--- config.mk ---
export PLATFORM = sky130hd
export DESIGN_NAME = bitfile_header_parse_bitreverse_top
export DESIGN_NICKNAME = d
export VERILOG_FILES = /design/src/rtl/bhp_pkg.sv /design/src/rtl/bhp_parser.sv /design/src/rtl/bhp_skid.sv /design/src/rtl/bitfile_header_parse_bitreverse_top.sv
export SDC_FILE = /design/constraint.sdc
export NUM_CORES = 1
export LEC_CHECK = 0
export BUFFER_PORTS_ARGS = -buffer_cell sky130_fd_sc_hd__buf_4
export CAP_MARGIN = 20
export CELL_PAD_IN_SITES_DETAIL_PLACEMENT = 0
export CELL_PAD_IN_SITES_GLOBAL_PLACEMENT = 1
export CORE_MARGIN = 3
export CORE_UTILIZATION = 40
export DETAILED_ROUTE_END_ITERATION = 16
export GPL_TIMING_DRIVEN = 0
export PLACE_DENSITY_LB_ADDON = 0.1
export RECOVER_POWER = 25
export REMOVE_ABC_BUFFERS = 1
export SLEW_MARGIN = 40
export SYNTH_ARGS = -nofsm -noshare
export SYNTH_HDL_FRONTEND = slang
export SYNTH_SLANG_ARGS = --single-unit
--- constraint.sdc ---
create_clock -name clk -period 11.2 [get_ports clk]
set_input_delay 1.68 -clock clk [delete_from_list [all_inputs] [get_ports clk]]
set_output_delay 1.68 -clock clk [all_outputs]
set_load 0.02 [all_outputs]
--- src/rtl/bhp_pkg.sv ---
// Shared types, phase encoding, status and error codes for the bitstream header parser.
package bhp_pkg;

	typedef struct packed {
		logic       kind;
		logic [7:0] file_byte;
	} in_t;

	typedef struct packed {
		logic [1:0]  status;
		logic [7:0]  payload_byte;
		logic        last;
		logic [3:0]  error_code;
		logic [31:0] stream_length;
	} out_t;

	typedef enum logic [4:0] {
		PH_F1_HI     = 5'd0,
		PH_F1_LO     = 5'd1,
		PH_MAGIC     = 5'd2,
		PH_F2_HI     = 5'd3,
		PH_F2_LO     = 5'd4,
		PH_A_KEY     = 5'd5,
		PH_A_LEN_HI  = 5'd6,
		PH_A_LEN_LO  = 5'd7,
		PH_A_SKIP    = 5'd8,
		PH_B_KEY     = 5'd9,
		PH_B_LEN_HI  = 5'd10,
		PH_B_LEN_LO  = 5'd11,
		PH_B_SKIP    = 5'd12,
		PH_C_KEY     = 5'd13,
		PH_C_LEN_HI  = 5'd14,
		PH_C_LEN_LO  = 5'd15,
		PH_C_SKIP    = 5'd16,
		PH_D_KEY     = 5'd17,
		PH_D_LEN_HI  = 5'd18,
		PH_D_LEN_LO  = 5'd19,
		PH_D_SKIP    = 5'd20,
		PH_KEY_E     = 5'd21,
		PH_SLEN0     = 5'd22,
		PH_SLEN1     = 5'd23,
		PH_SLEN2     = 5'd24,
		PH_SLEN3     = 5'd25,
		PH_PAYLOAD   = 5'd26,
		PH_DONE      = 5'd27,
		PH_ERROR     = 5'd28
	} phase_t;

	typedef enum logic [1:0] {
		ST_HEADER  = 2'd0,
		ST_PAYLOAD = 2'd1,
		ST_ERROR   = 2'd2,
		ST_IDLE    = 2'd3
	} status_t;

	// position within each a..d group: key, length high, length low, string skip
	localparam logic [1:0] SUB_KEY    = 2'd0;
	localparam logic [1:0] SUB_LEN_HI = 2'd1;
	localparam logic [1:0] SUB_LEN_LO = 2'd2;
	localparam logic [1:0] SUB_SKIP   = 2'd3;

	localparam logic [3:0] ERR_NONE     = 4'd0;
	localparam logic [3:0] ERR_F1_LEN   = 4'd1;
	localparam logic [3:0] ERR_MAGIC    = 4'd2;
	localparam logic [3:0] ERR_F2_LEN   = 4'd3;
	localparam logic [3:0] ERR_KEY_A    = 4'd4;
	localparam logic [3:0] ERR_KEY_E    = 4'd8;
	localparam logic [3:0] ERR_ZERO_LEN = 4'd9;

	localparam logic [7:0]  KEY_A       = 8'h61;
	localparam logic [7:0]  KEY_E       = 8'h65;
	localparam logic [15:0] F1_LEN      = 16'd9;
	localparam logic [15:0] F2_LEN      = 16'd1;
	localparam logic [15:0] MAGIC_LAST  = 16'd8;
	localparam logic [7:0]  MAGIC_EVEN  = 8'h0f;
	localparam logic [7:0]  MAGIC_ODD   = 8'hf0;
	localparam logic [7:0]  MAGIC_TAIL  = 8'h00;

	// Nine-byte magic: alternating 0f/f0, closed by 00
	function automatic logic [7:0] magic_byte(input logic [3:0] idx);
		logic [7:0] b;
		if (idx == MAGIC_LAST[3:0]) begin
			b = MAGIC_TAIL;
		end else if (idx[0]) begin
			b = MAGIC_ODD;
		end else begin
			b = MAGIC_EVEN;
		end
		return b;
	endfunction

endpackage

--- src/rtl/bhp_parser.sv ---
// Header parse state, per-beat next-state logic and result formation.
module bhp_parser (
	input  logic         clk,
	input  logic         arst_n,
	input  logic         go,
	input  bhp_pkg::in_t item,
	output bhp_pkg::out_t result
);

	bhp_pkg::phase_t phase_q, phase_d;
	logic [15:0] cnt_q, cnt_d;
	logic [31:0] acc_q, acc_d;
	logic [31:0] left_q, left_d;
	logic [3:0]  err_q, err_d;

	bhp_pkg::status_t st_d;
	logic [7:0]  pay_d;
	logic        last_d;
	logic [4:0]  rel;
	logic [1:0]  grp;
	logic [1:0]  sub;
	logic [15:0] acc16;
	logic [31:0] acc32;
	logic [7:0]  b;

	function automatic logic [7:0] rev8(input logic [7:0] x);
		logic [7:0] r;
		for (int i = 0; i < 8; i++) begin
			r[7 - i] = x[i];
		end
		return r;
	endfunction

	assign b     = item.file_byte;
	assign rel   = phase_q - bhp_pkg::PH_A_KEY;
	assign grp   = rel[3:2];
	assign sub   = rel[1:0];
	assign acc16 = {acc_q[7:0], b};
	assign acc32 = {acc_q[23:0], b};

	// next state
	always_comb begin
		phase_d = phase_q;
		cnt_d   = cnt_q;
		acc_d   = acc_q;
		left_d  = left_q;
		err_d   = err_q;
		st_d    = bhp_pkg::ST_HEADER;
		pay_d   = 8'd0;
		last_d  = 1'b0;
		if (item.kind) begin
			phase_d = bhp_pkg::PH_F1_HI;
			cnt_d   = 16'd0;
			acc_d   = 32'd0;
			left_d  = 32'd0;
			err_d   = bhp_pkg::ERR_NONE;
			st_d    = bhp_pkg::ST_IDLE;
		end else if (phase_q == bhp_pkg::PH_F1_HI || phase_q == bhp_pkg::PH_F2_HI) begin
			acc_d   = {24'd0, b};
			phase_d = bhp_pkg::phase_t'(phase_q + 5'd1);
		end else if (phase_q == bhp_pkg::PH_F1_LO) begin
			acc_d = {16'd0, acc16};
			if (acc16 != bhp_pkg::F1_LEN) begin
				err_d   = bhp_pkg::ERR_F1_LEN;
				phase_d = bhp_pkg::PH_ERROR;
			end else begin
				cnt_d   = 16'd0;
				phase_d = bhp_pkg::PH_MAGIC;
			end
		end else if (phase_q == bhp_pkg::PH_F2_LO) begin
			acc_d = {16'd0, acc16};
			if (acc16 != bhp_pkg::F2_LEN) begin
				err_d   = bhp_pkg::ERR_F2_LEN;
				phase_d = bhp_pkg::PH_ERROR;
			end else begin
				phase_d = bhp_pkg::PH_A_KEY;
			end
		end else if (phase_q == bhp_pkg::PH_MAGIC) begin
			if (cnt_q > bhp_pkg::MAGIC_LAST || b != bhp_pkg::magic_byte(cnt_q[3:0])) begin
				err_d   = bhp_pkg::ERR_MAGIC;
				phase_d = bhp_pkg::PH_ERROR;
			end else if (cnt_q == bhp_pkg::MAGIC_LAST) begin
				phase_d = bhp_pkg::PH_F2_HI;
			end else begin
				cnt_d = cnt_q + 16'd1;
			end
		end else if (phase_q >= bhp_pkg::PH_A_KEY && phase_q < bhp_pkg::PH_KEY_E) begin
			// four groups a..d of key, length high, length low, skip
			unique case (sub)
				bhp_pkg::SUB_KEY: begin
					if (b != bhp_pkg::KEY_A + {6'd0, grp}) begin
						err_d   = bhp_pkg::ERR_KEY_A + {2'd0, grp};
						phase_d = bhp_pkg::PH_ERROR;
					end else begin
						phase_d = bhp_pkg::phase_t'(phase_q + 5'd1);
					end
				end
				bhp_pkg::SUB_LEN_HI: begin
					acc_d   = {24'd0, b};
					phase_d = bhp_pkg::phase_t'(phase_q + 5'd1);
				end
				bhp_pkg::SUB_LEN_LO: begin
					acc_d = {16'd0, acc16};
					cnt_d = acc16;
					// empty string goes straight to the next key
					if (acc16 == 16'd0) begin
						phase_d = bhp_pkg::phase_t'(phase_q + 5'd2);
					end else begin
						phase_d = bhp_pkg::phase_t'(phase_q + 5'd1);
					end
				end
				bhp_pkg::SUB_SKIP: begin
					cnt_d = cnt_q - 16'd1;
					if (cnt_q == 16'd1) begin
						phase_d = bhp_pkg::phase_t'(phase_q + 5'd1);
					end
				end
			endcase
		end else if (phase_q == bhp_pkg::PH_KEY_E) begin
			if (b != bhp_pkg::KEY_E) begin
				err_d   = bhp_pkg::ERR_KEY_E;
				phase_d = bhp_pkg::PH_ERROR;
			end else begin
				acc_d   = 32'd0;
				phase_d = bhp_pkg::PH_SLEN0;
			end
		end else if (phase_q >= bhp_pkg::PH_SLEN0 && phase_q < bhp_pkg::PH_PAYLOAD) begin
			acc_d = acc32;
			if (phase_q == bhp_pkg::PH_SLEN3) begin
				if (acc32 == 32'd0) begin
					err_d   = bhp_pkg::ERR_ZERO_LEN;
					phase_d = bhp_pkg::PH_ERROR;
				end else begin
					left_d  = acc32;
					phase_d = bhp_pkg::PH_PAYLOAD;
				end
			end else begin
				phase_d = bhp_pkg::phase_t'(phase_q + 5'd1);
			end
		end else if (phase_q == bhp_pkg::PH_PAYLOAD) begin
			st_d   = bhp_pkg::ST_PAYLOAD;
			pay_d  = rev8(b);
			left_d = left_q - 32'd1;
			if (left_q == 32'd1) begin
				last_d  = 1'b1;
				phase_d = bhp_pkg::PH_DONE;
			end
		end else if (phase_q == bhp_pkg::PH_DONE) begin
			st_d = bhp_pkg::ST_IDLE;
		end else begin
			phase_d = bhp_pkg::PH_ERROR;
			if (err_q == bhp_pkg::ERR_NONE) begin
				err_d = bhp_pkg::ERR_MAGIC;
			end
		end
	end

	// result fields, taken from the updated state
	always_comb begin
		result.error_code    = err_d;
		result.stream_length = (phase_d == bhp_pkg::PH_PAYLOAD || phase_d == bhp_pkg::PH_DONE)
			? acc_d : 32'd0;
		if (!item.kind && phase_d == bhp_pkg::PH_ERROR) begin
			result.status       = bhp_pkg::ST_ERROR;
			result.payload_byte = 8'd0;
			result.last         = 1'b0;
		end else begin
			result.status       = st_d;
			result.payload_byte = pay_d;
			result.last         = last_d;
		end
	end

	always_ff @(posedge clk or negedge arst_n) begin
		if (!arst_n) begin
			phase_q <= bhp_pkg::PH_F1_HI;
			cnt_q   <= 16'd0;
			acc_q   <= 32'd0;
			left_q  <= 32'd0;
			err_q   <= bhp_pkg::ERR_NONE;
		end else if (go) begin
			phase_q <= phase_d;
			cnt_q   <= cnt_d;
			acc_q   <= acc_d;
			left_q  <= left_d;
			err_q   <= err_d;
		end
	end

	// error phase is sticky until a restart beat
	a_err_sticky: assert property (@(posedge clk) disable iff (!arst_n)
		go && !item.kind && phase_q == bhp_pkg::PH_ERROR |=> phase_q == bhp_pkg::PH_ERROR)
		else $error("error phase left without restart");

	a_err_code: assert property (@(posedge clk) disable iff (!arst_n)
		phase_q == bhp_pkg::PH_ERROR |-> err_q != bhp_pkg::ERR_NONE)
		else $error("error phase with no error code");

	a_payload_left: assert property (@(posedge clk) disable iff (!arst_n)
		phase_q == bhp_pkg::PH_PAYLOAD |-> left_q != 32'd0)
		else $error("payload phase with nothing left");

endmodule

--- src/rtl/bhp_skid.sv ---
// Two-entry result buffer between the parser and the output channel.
module bhp_skid (
	input  logic          clk,
	input  logic          arst_n,
	input  logic          push,
	input  bhp_pkg::out_t push_data,
	output logic          room,
	output logic          out_valid,
	input  logic          out_ready,
	output bhp_pkg::out_t out_data
);

	bhp_pkg::out_t ent_q [2];
	logic [1:0] cnt_q;
	logic       wr_q;
	logic       rd_q;
	logic       pop;

	assign room      = cnt_q != 2'd2;
	assign out_valid = cnt_q != 2'd0;
	assign out_data  = ent_q[rd_q];
	assign pop       = out_valid && out_ready;

	always_ff @(posedge clk) begin
		if (push) begin
			ent_q[wr_q] <= push_data;
		end
	end

	always_ff @(posedge clk or negedge arst_n) begin
		if (!arst_n) begin
			cnt_q <= 2'd0;
			wr_q  <= 1'b0;
			rd_q  <= 1'b0;
		end else begin
			if (push) begin
				wr_q <= ~wr_q;
			end
			if (pop) begin
				rd_q <= ~rd_q;
			end
			if (push && !pop) begin
				cnt_q <= cnt_q + 2'd1;
			end else if (pop && !push) begin
				cnt_q <= cnt_q - 2'd1;
			end
		end
	end

	a_no_overflow: assert property (@(posedge clk) disable iff (!arst_n)
		push |-> room)
		else $error("beat pushed into full buffer");

	a_cnt_range: assert property (@(posedge clk) disable iff (!arst_n)
		cnt_q != 2'd3)
		else $error("buffer count out of range");

	a_ptrs: assert property (@(posedge clk) disable iff (!arst_n)
		(cnt_q == 2'd0 || cnt_q == 2'd2) |-> wr_q == rd_q)
		else $error("buffer pointers disagree with count");

endmodule

--- src/rtl/bitfile_header_parse_bitreverse_top.sv ---
// Top level: input register, header parser and result buffer.
//
//  channel | signals                          | accepted when
//  --------+----------------------------------+-------------------------
//  in      | in_valid, in_ready, in_data      | in_valid && in_ready
//  out     | out_valid, out_ready, out_data   | out_valid && out_ready
//
// One beat per cycle while the result buffer has room; each result is registered in the buffer.
// The parser state update in the input register stage sets the rate: one byte, one step.
// A two-entry buffer holds results, so in_ready does not depend on out_ready.
// arst_n clears the parser to the start of the header and empties the buffer.
module bitfile_header_parse_bitreverse_top (
	input  logic          clk,
	input  logic          arst_n,
	input  logic          in_valid,
	output logic          in_ready,
	input  bhp_pkg::in_t  in_data,
	output logic          out_valid,
	input  logic          out_ready,
	output bhp_pkg::out_t out_data
);

	logic          valid_s1;
	bhp_pkg::in_t  item_s1;
	logic          room;
	logic          go;
	bhp_pkg::out_t result;

	assign go       = valid_s1 && room;
	assign in_ready = !valid_s1 || room;

	always_ff @(posedge clk or negedge arst_n) begin
		if (!arst_n) begin
			valid_s1 <= 1'b0;
		end else if (in_ready) begin
			valid_s1 <= in_valid;
		end
	end

	always_ff @(posedge clk) begin
		if (in_ready && in_valid) begin
			item_s1 <= in_data;
		end
	end

	bhp_parser u_parser (
		.clk    (clk),
		.arst_n (arst_n),
		.go     (go),
		.item   (item_s1),
		.result (result)
	);

	bhp_skid u_skid (
		.clk       (clk),
		.arst_n    (arst_n),
		.push      (go),
		.push_data (result),
		.room      (room),
		.out_valid (out_valid),
		.out_ready (out_ready),
		.out_data  (out_data)
	);

endmodule

# --- Word level (Yosys, flattened, before mapping) ---
# Memory sizes are Yosys's and may differ from the RTL's.
# Index checks and enable logic that the tools add are counted.
word_totals:
  ff_bits: 103
  latchBits: 0
  ramBits: 94
  romBits: 0
  out_inout_bits: 49
  wordCells: 207
  memories: 1
memory_table:
  columns: ["name", "words", "width", "rd", "rd_clocked_by_memory_dff", "wr", "line", "source"]
  rows:
  - ["u_skid.ent_q", 2, 47, 1, 0, 1, "bhp_skid.sv:13", "bhp_pkg::out_t ent_q [2];"]
op_classes:
  n_addsub: 10
  n_mul: 0
  n_div: 0
  n_lt_le_gt_ge: 5
  eq_ne: 36
  n_shift: 0
  n_mux: 114
  bitwise: 2
  reduce_logical: 28
op_table:
  columns: ["cell", "count"]
  rows:
  - ["32-bit 2-to-1 mux", 21]
  - ["16-bit 2-to-1 mux", 9]
  - ["8-bit 2-to-1 mux", 16]
  - ["5-bit 2-to-1 mux", 19]
  - ["4-bit 2-to-1 mux", 20]
  - ["32-bit case mux with 2 select lines", 1]
  - ["5-bit == test (second input constant)", 7]
  - ["32-bit by 1-bit == test with 1-bit output (second input constant)", 1]
  - ["32-bit logical NOT", 1]
  - ["16-bit case mux with 2 select lines", 1]
  - ["32-bit by 1-bit subtractor with 32-bit output (second input constant)", 1]
  - ["2-bit 2-to-1 mux", 12]
  - ["5-bit case mux with 4 select lines", 1]
  - ["16-bit by 1-bit adder with 16-bit output (second input constant)", 1]
  - ["16-bit by 1-bit == test with 1-bit output (second input constant)", 1]
  - ["16-bit by 4-bit == test with 1-bit output (second input constant)", 1]
  - ["16-bit by 4-bit greater-than comparator with 1-bit output (second input constant)", 1]
  - ["16-bit logical NOT", 1]
  - ["16-bit by 1-bit inequality test with 1-bit output (second input constant)", 1]
  - ["16-bit by 4-bit inequality test with 1-bit output (second input constant)", 1]
  - ["8-bit inequality test", 2]
  - ["16-bit by 1-bit subtractor with 16-bit output (second input constant)", 1]
  - ["2-bit inequality test (second input constant)", 7]
  - ["1-bit 2-to-1 mux", 12]
  - ["35 further kinds", 56]

# --- Logic depth before layout (Yosys ltp) ---
depth:
  ltp_word: 18
  depth_mapped: 15
  ltp_nobuf: 14

# --- Modules after synthesis ---
# A second synthesis with hierarchy kept.
unflattened:
  hier_cells: 1245
  area_unflattened_um2: 11930.2
modules_own_cells:
  columns: ["mod", "n_inst", "cells_per_inst", "area_each_um2"]
  rows:
  - ["bhp_parser", 1, 1069, 7940.1]
  - ["bhp_skid", 1, 162, 3659.8]
  - ["bitfile_header_parse_bitreverse_top", 1, 14, 330.3]

# --- Worst setup path before layout ---
# Ideal clock, no wire load.
synth_timing:
  path_kind: "register to register"
  from: "register u_parser.phase_q[0]"
  to: "memory u_skid.ent_q[0][46] in the netlist's numbering (data pin)"
  arrival_ps: 3252
  t_required_ps: 10935
  setup_slack_ps: 7683
  stages_incl_launch_ff: 15
  path_cell_list: "dfrtp_1 -> clkbuf_1 -> inv_1 -> ha_1 -> clkbuf_1 -> xnor2_1 -> ha_1 -> xor2_1 -> nor2_1 -> nand3_1 -> o21ai_0 -> a31oi_1 -> o31ai_1 -> nor2_1 -> a221o_1"
synth_lines:
  columns: ["element", "line", "source"]
  rows:
  - ["from (decl)", "bhp_parser.sv:10", "bhp_pkg::phase_t phase_q, phase_d;"]
  - ["from (signal assigned)", "bhp_parser.sv:176", "phase_q <= bhp_pkg::PH_F1_HI;"]
  - ["from (signal assigned)", "bhp_parser.sv:182", "phase_q <= phase_d;"]
  - ["to (decl)", "bhp_skid.sv:13", null]

==> key figures <==
Drt
  – Initial drt markers: 1041
  – Drc violations: 0
  – DRT Wirelength: 35400 um
  – Wire length per cell: 22.3 um
  – Vias/cell: 6.09
  – Number of vias after detailed routing: 9640
  – Antenna viol nets, final: 0
  – Count of TritonRoute iterations in the first routing pass: 5

Logic synthesis
  – Fraction of registers with async set or reset after synthesis: 0.477
  – Combined area of all synthesized cells: 11300 um2
  – Adder-Cell Fraction of Synth Area: 0.0187
  – Most frequent cell after synthesis: sky130_fd_sc_hd__nor2_1
  – Syn Inst Count: 1185
  – Syn Area/Cell: 9.57 um2
  – Mux share of post-synthesis cell area: 0.0558
  – Portion of the post-synthesis area used by sequential elements: 0.480
  – Synth warn: 0
  – Largest area contributor in the netlist: sky130_fd_sc_hd__edfxtp_1
  – FF+latch count, synth: 197
  – Area share of and/or/nand/nor cells after synthesis: 0.185
  – Count of different cell masters after synthesis: 86
  – Xor and xnor area share after synthesis: 0.0139
  – Most frequent cells after synthesis: 134 x sky130_fd_sc_hd__nor2_1, 111 x sky130_fd_sc_hd__o21ai_0, 110 x sky130_fd_sc_hd__nand2_1, 103 x sky130_fd_sc_hd__edfxtp_1, 94 x sky130_fd_sc_hd__dfrtp_1
  – Top cell type's share of synthesized area: 0.273
  – Post-synth EDFFs: 103
  – Largest cells by area after synthesis: sky130_fd_sc_hd__edfxtp_1 27%, sky130_fd_sc_hd__dfrtp_1 21%, sky130_fd_sc_hd__mux2_2 5.0%
  – Compound-gate portion of the synthesized area: 0.204
  – Main flop type after synthesis: sky130_fd_sc_hd__edfxtp_1
  – Main combinational cell family by area after synthesis: compound AO/OA/AOI/OAI gates

Critical path
  – Data arrival time at the worst-slack endpoint: 5.72 ns
  – Crit path max fanout: 55
  – Worst setup SP type: input port
  – Required time reported for the critical path endpoint: 10.59 ns
  – Setup crit start: arst_n
  – Cell with the most instances on the worst path: sky130_fd_sc_hd__clkbuf_1
  – Count of buffer and inverter cells on the critical path: 2
  – Critical-path top delay cell: sky130_fd_sc_hd__clkbuf_1
  – Sort of element at the end of the critical path: async pin
  – Critical setup path kind: input port to async pin
  – Crit-path leading delay family: buffers and inverters
  – Chain of cells forming the critical path: clkbuf_1, clkbuf_1
  – CP peak stage delay: 2.36 ns
  – Beginning of the worst register-to-register path: u_parser.phase_q[0]$_DFFE_PN0P_

Floorplan
  – Top-level I/O count: 62
  – Count of standard-cell rows: 61
  – Die area: 30400 um2
  – Area of the core: 27900 um2
  – Vertical extent of the die: 174 um
  – X dimension of the die: 174 um
  – Initial Util: 0.407

Global route
  – Total routing usage reported by global routing: 0.233
  – Initial antenna violation count: 1
  – Number of global-route vias before repair: 9219
  – Largest net degree at the start of global routing: 95
  – First-pass GRT wire length: 55700 um
  – Total overflow reported by the global router: 0

STA
  – Period Utilization, post-route: 0.565
  – Worst Hold Slack: 0.506 ns
  – Total negative slack: 0 ns
  – RSZ-0062 raised after global routing: no
  – Post-route clock skew: 0.0187 ns
  – Max transition margin: -1.13
  – Final Max Slew Viols: 114
  – Time the final worst path needs with I/O delays and setup: 6.33 ns
  – Final Setup Violations: 0
  – Transition time at the pin with the least slew margin: 3.20 ns
  – Final Hold Violating Endpoints: 0
  – Max frequency: 158 MHz
  – PnR worst setup slack: 4.87 ns

Placed design
  – Dpl ws: 6.24 ns
  – Final RePlAce weighted congestion: 0.905
  – Half-perimeter wire length after detailed placement: 23400 um
  – PortBufs: 61
  – Placed cell area: 12200 um2

CTS
  – Maximum clock path buffer count: 2
  – TritonCTS clock tree: yes
  – Post-CTS setup buffer count: 0
  – Resized cells post-CTS: 0
  – Deepest level of the CTS H-tree: 4
  – CTS Root Cell: sky130_fd_sc_hd__clkbuf_16
  – Number of clock sinks: 197
  – Cts bufs inserted: 17
  – Worst-Skew Late Latency: 0.45 ns
  – Clock edge transition at the registers on the reported setup and hold paths: 0.09 ns
  – Quantity of hold-fixing buffers added after cts: 0

Run
  – Max cap viols: 4

Power
  – Pwr dens: 287 nW/um2
  – Cell leakage power: 4.78 nW
  – VDD IR max: 0.101 mV

Layout
  – Synthesis-to-layout area growth: 12.8%
  – Total inserted antenna cells: 0
  – Core utilization of the finished layout: 0.459
  – Nets: 1222
  – Filler cells: 2721
  – Share of post-route cells with drive strength above 1: 0.167
  – Final Cell Area: 12800 um2

Min path
  – Launch point of the worst hold path: u_parser.acc_q[25]$_DFFE_PN0P_
  – Class of the tightest hold or removal check: flop to flop

Outcome
  – Violations in the final reports: capacitance limit, slew limit
  – Run status: finished, violations left
## power breakdown
group	switching (mW)	internal (mW)
logic	1.08	0.659
registers	0.252	0.998
clock network	0.366	0.323
total	1.70	1.98
## registers in the layout, summed over array words and instances, names as in the netlist
name	cells
u_skid.ent_q	94
u_parser.acc_q	32
u_parser.left_q	32
u_parser.cnt_q	16
item_s1	9
u_parser.phase_q	5
u_parser.err_q	4
u_skid.cnt_q	2
u_skid.rd_q	1
u_skid.wr_q	1
valid_s1	1
## layer usage
layer / global-route usage / routed length (um) / part of all wire
met1: 0.351 / 16800 / 0.47
met2: 0.348 / 15600 / 0.44
met4: 0.0724 / 866 / 0.024
met3: 0.0330 / 2090 / 0.059
met5: 0 / 13 / 0.00037
## placed cells by master, fill, tap and decap left out, types with 13 or more instances in the layout
master,netlist,layout
sky130_fd_sc_hd__a21oi_1,73,73
sky130_fd_sc_hd__mux2_2,50,50
sky130_fd_sc_hd__clkbuf_16,0,17
sky130_fd_sc_hd__nor3_1,46,43
sky130_fd_sc_hd__and2_1,13,13
sky130_fd_sc_hd__o21ai_0,111,110
sky130_fd_sc_hd__dfrtp_1,94,93
sky130_fd_sc_hd__nor4_1,29,28
sky130_fd_sc_hd__o22ai_1,18,18
sky130_fd_sc_hd__nor2_1,134,129
sky130_fd_sc_hd__inv_1,24,24
sky130_fd_sc_hd__a22o_1,22,22
sky130_fd_sc_hd__a22oi_1,32,32
sky130_fd_sc_hd__ha_1,17,16
sky130_fd_sc_hd__buf_4,1,50
sky130_fd_sc_hd__edfxtp_1,103,103
sky130_fd_sc_hd__nand3_1,20,20
sky130_fd_sc_hd__nand2_1,110,108
sky130_fd_sc_hd__nand4_1,13,13
## final cells by class
cell class,count,area [um2],share of cell area
multi-input cells,878,5510,0.430
flip-flops and latches,197,5450,0.426
repair buffers,73,614,0.0480
well taps,378,473,0.0370
clock buffers,17,425,0.0332
clock inverters,15,234,0.0183
inverters,25,93.8,0.00733
## per-stage QoR
| step | total power, mW | cells |
|---|---|---|
| floorplan | 2.34 | 1100 |
| global placement | 2.94 | 1539 |
| detailed placement | 2.98 | 1550 |
| CTS | 3.68 | 1582 |
| global route | 3.92 | 1583 |
| finish | 3.68 | 1583 |
## final timing paths
kind,endpoint,slack (ns),cells past startpoint
max in group clk,u_skid.ent_q[1][10]$_DFFE_PP_,6.03,12
hold reg to reg,u_parser.acc_q[25]$_DFFE_PN0P_,0.51,1
setup reg to reg,u_skid.ent_q[1][10]$_DFFE_PP_,6.03,12
min in group asynchronous,u_parser.acc_q[25]$_DFFE_PN0P_,1.92,1
hold / removal,u_parser.acc_q[25]$_DFFE_PN0P_,0.51,1
setup / recovery,u_skid.rd_q$_DFFE_PN0P_,4.87,2
## cell families (layout without fill, tap and decap cells)
kind of cell | Yosys count | after routing
simple gates | 431 | 431
xor+xnor | 18 | 18
mux | 57 | 57
fa+ha+maj | 17 | 17
buf+inv | 110 | 130
flops | 197 | 197
compound gates | 355 | 355
(Power assumes the default switching activity.)
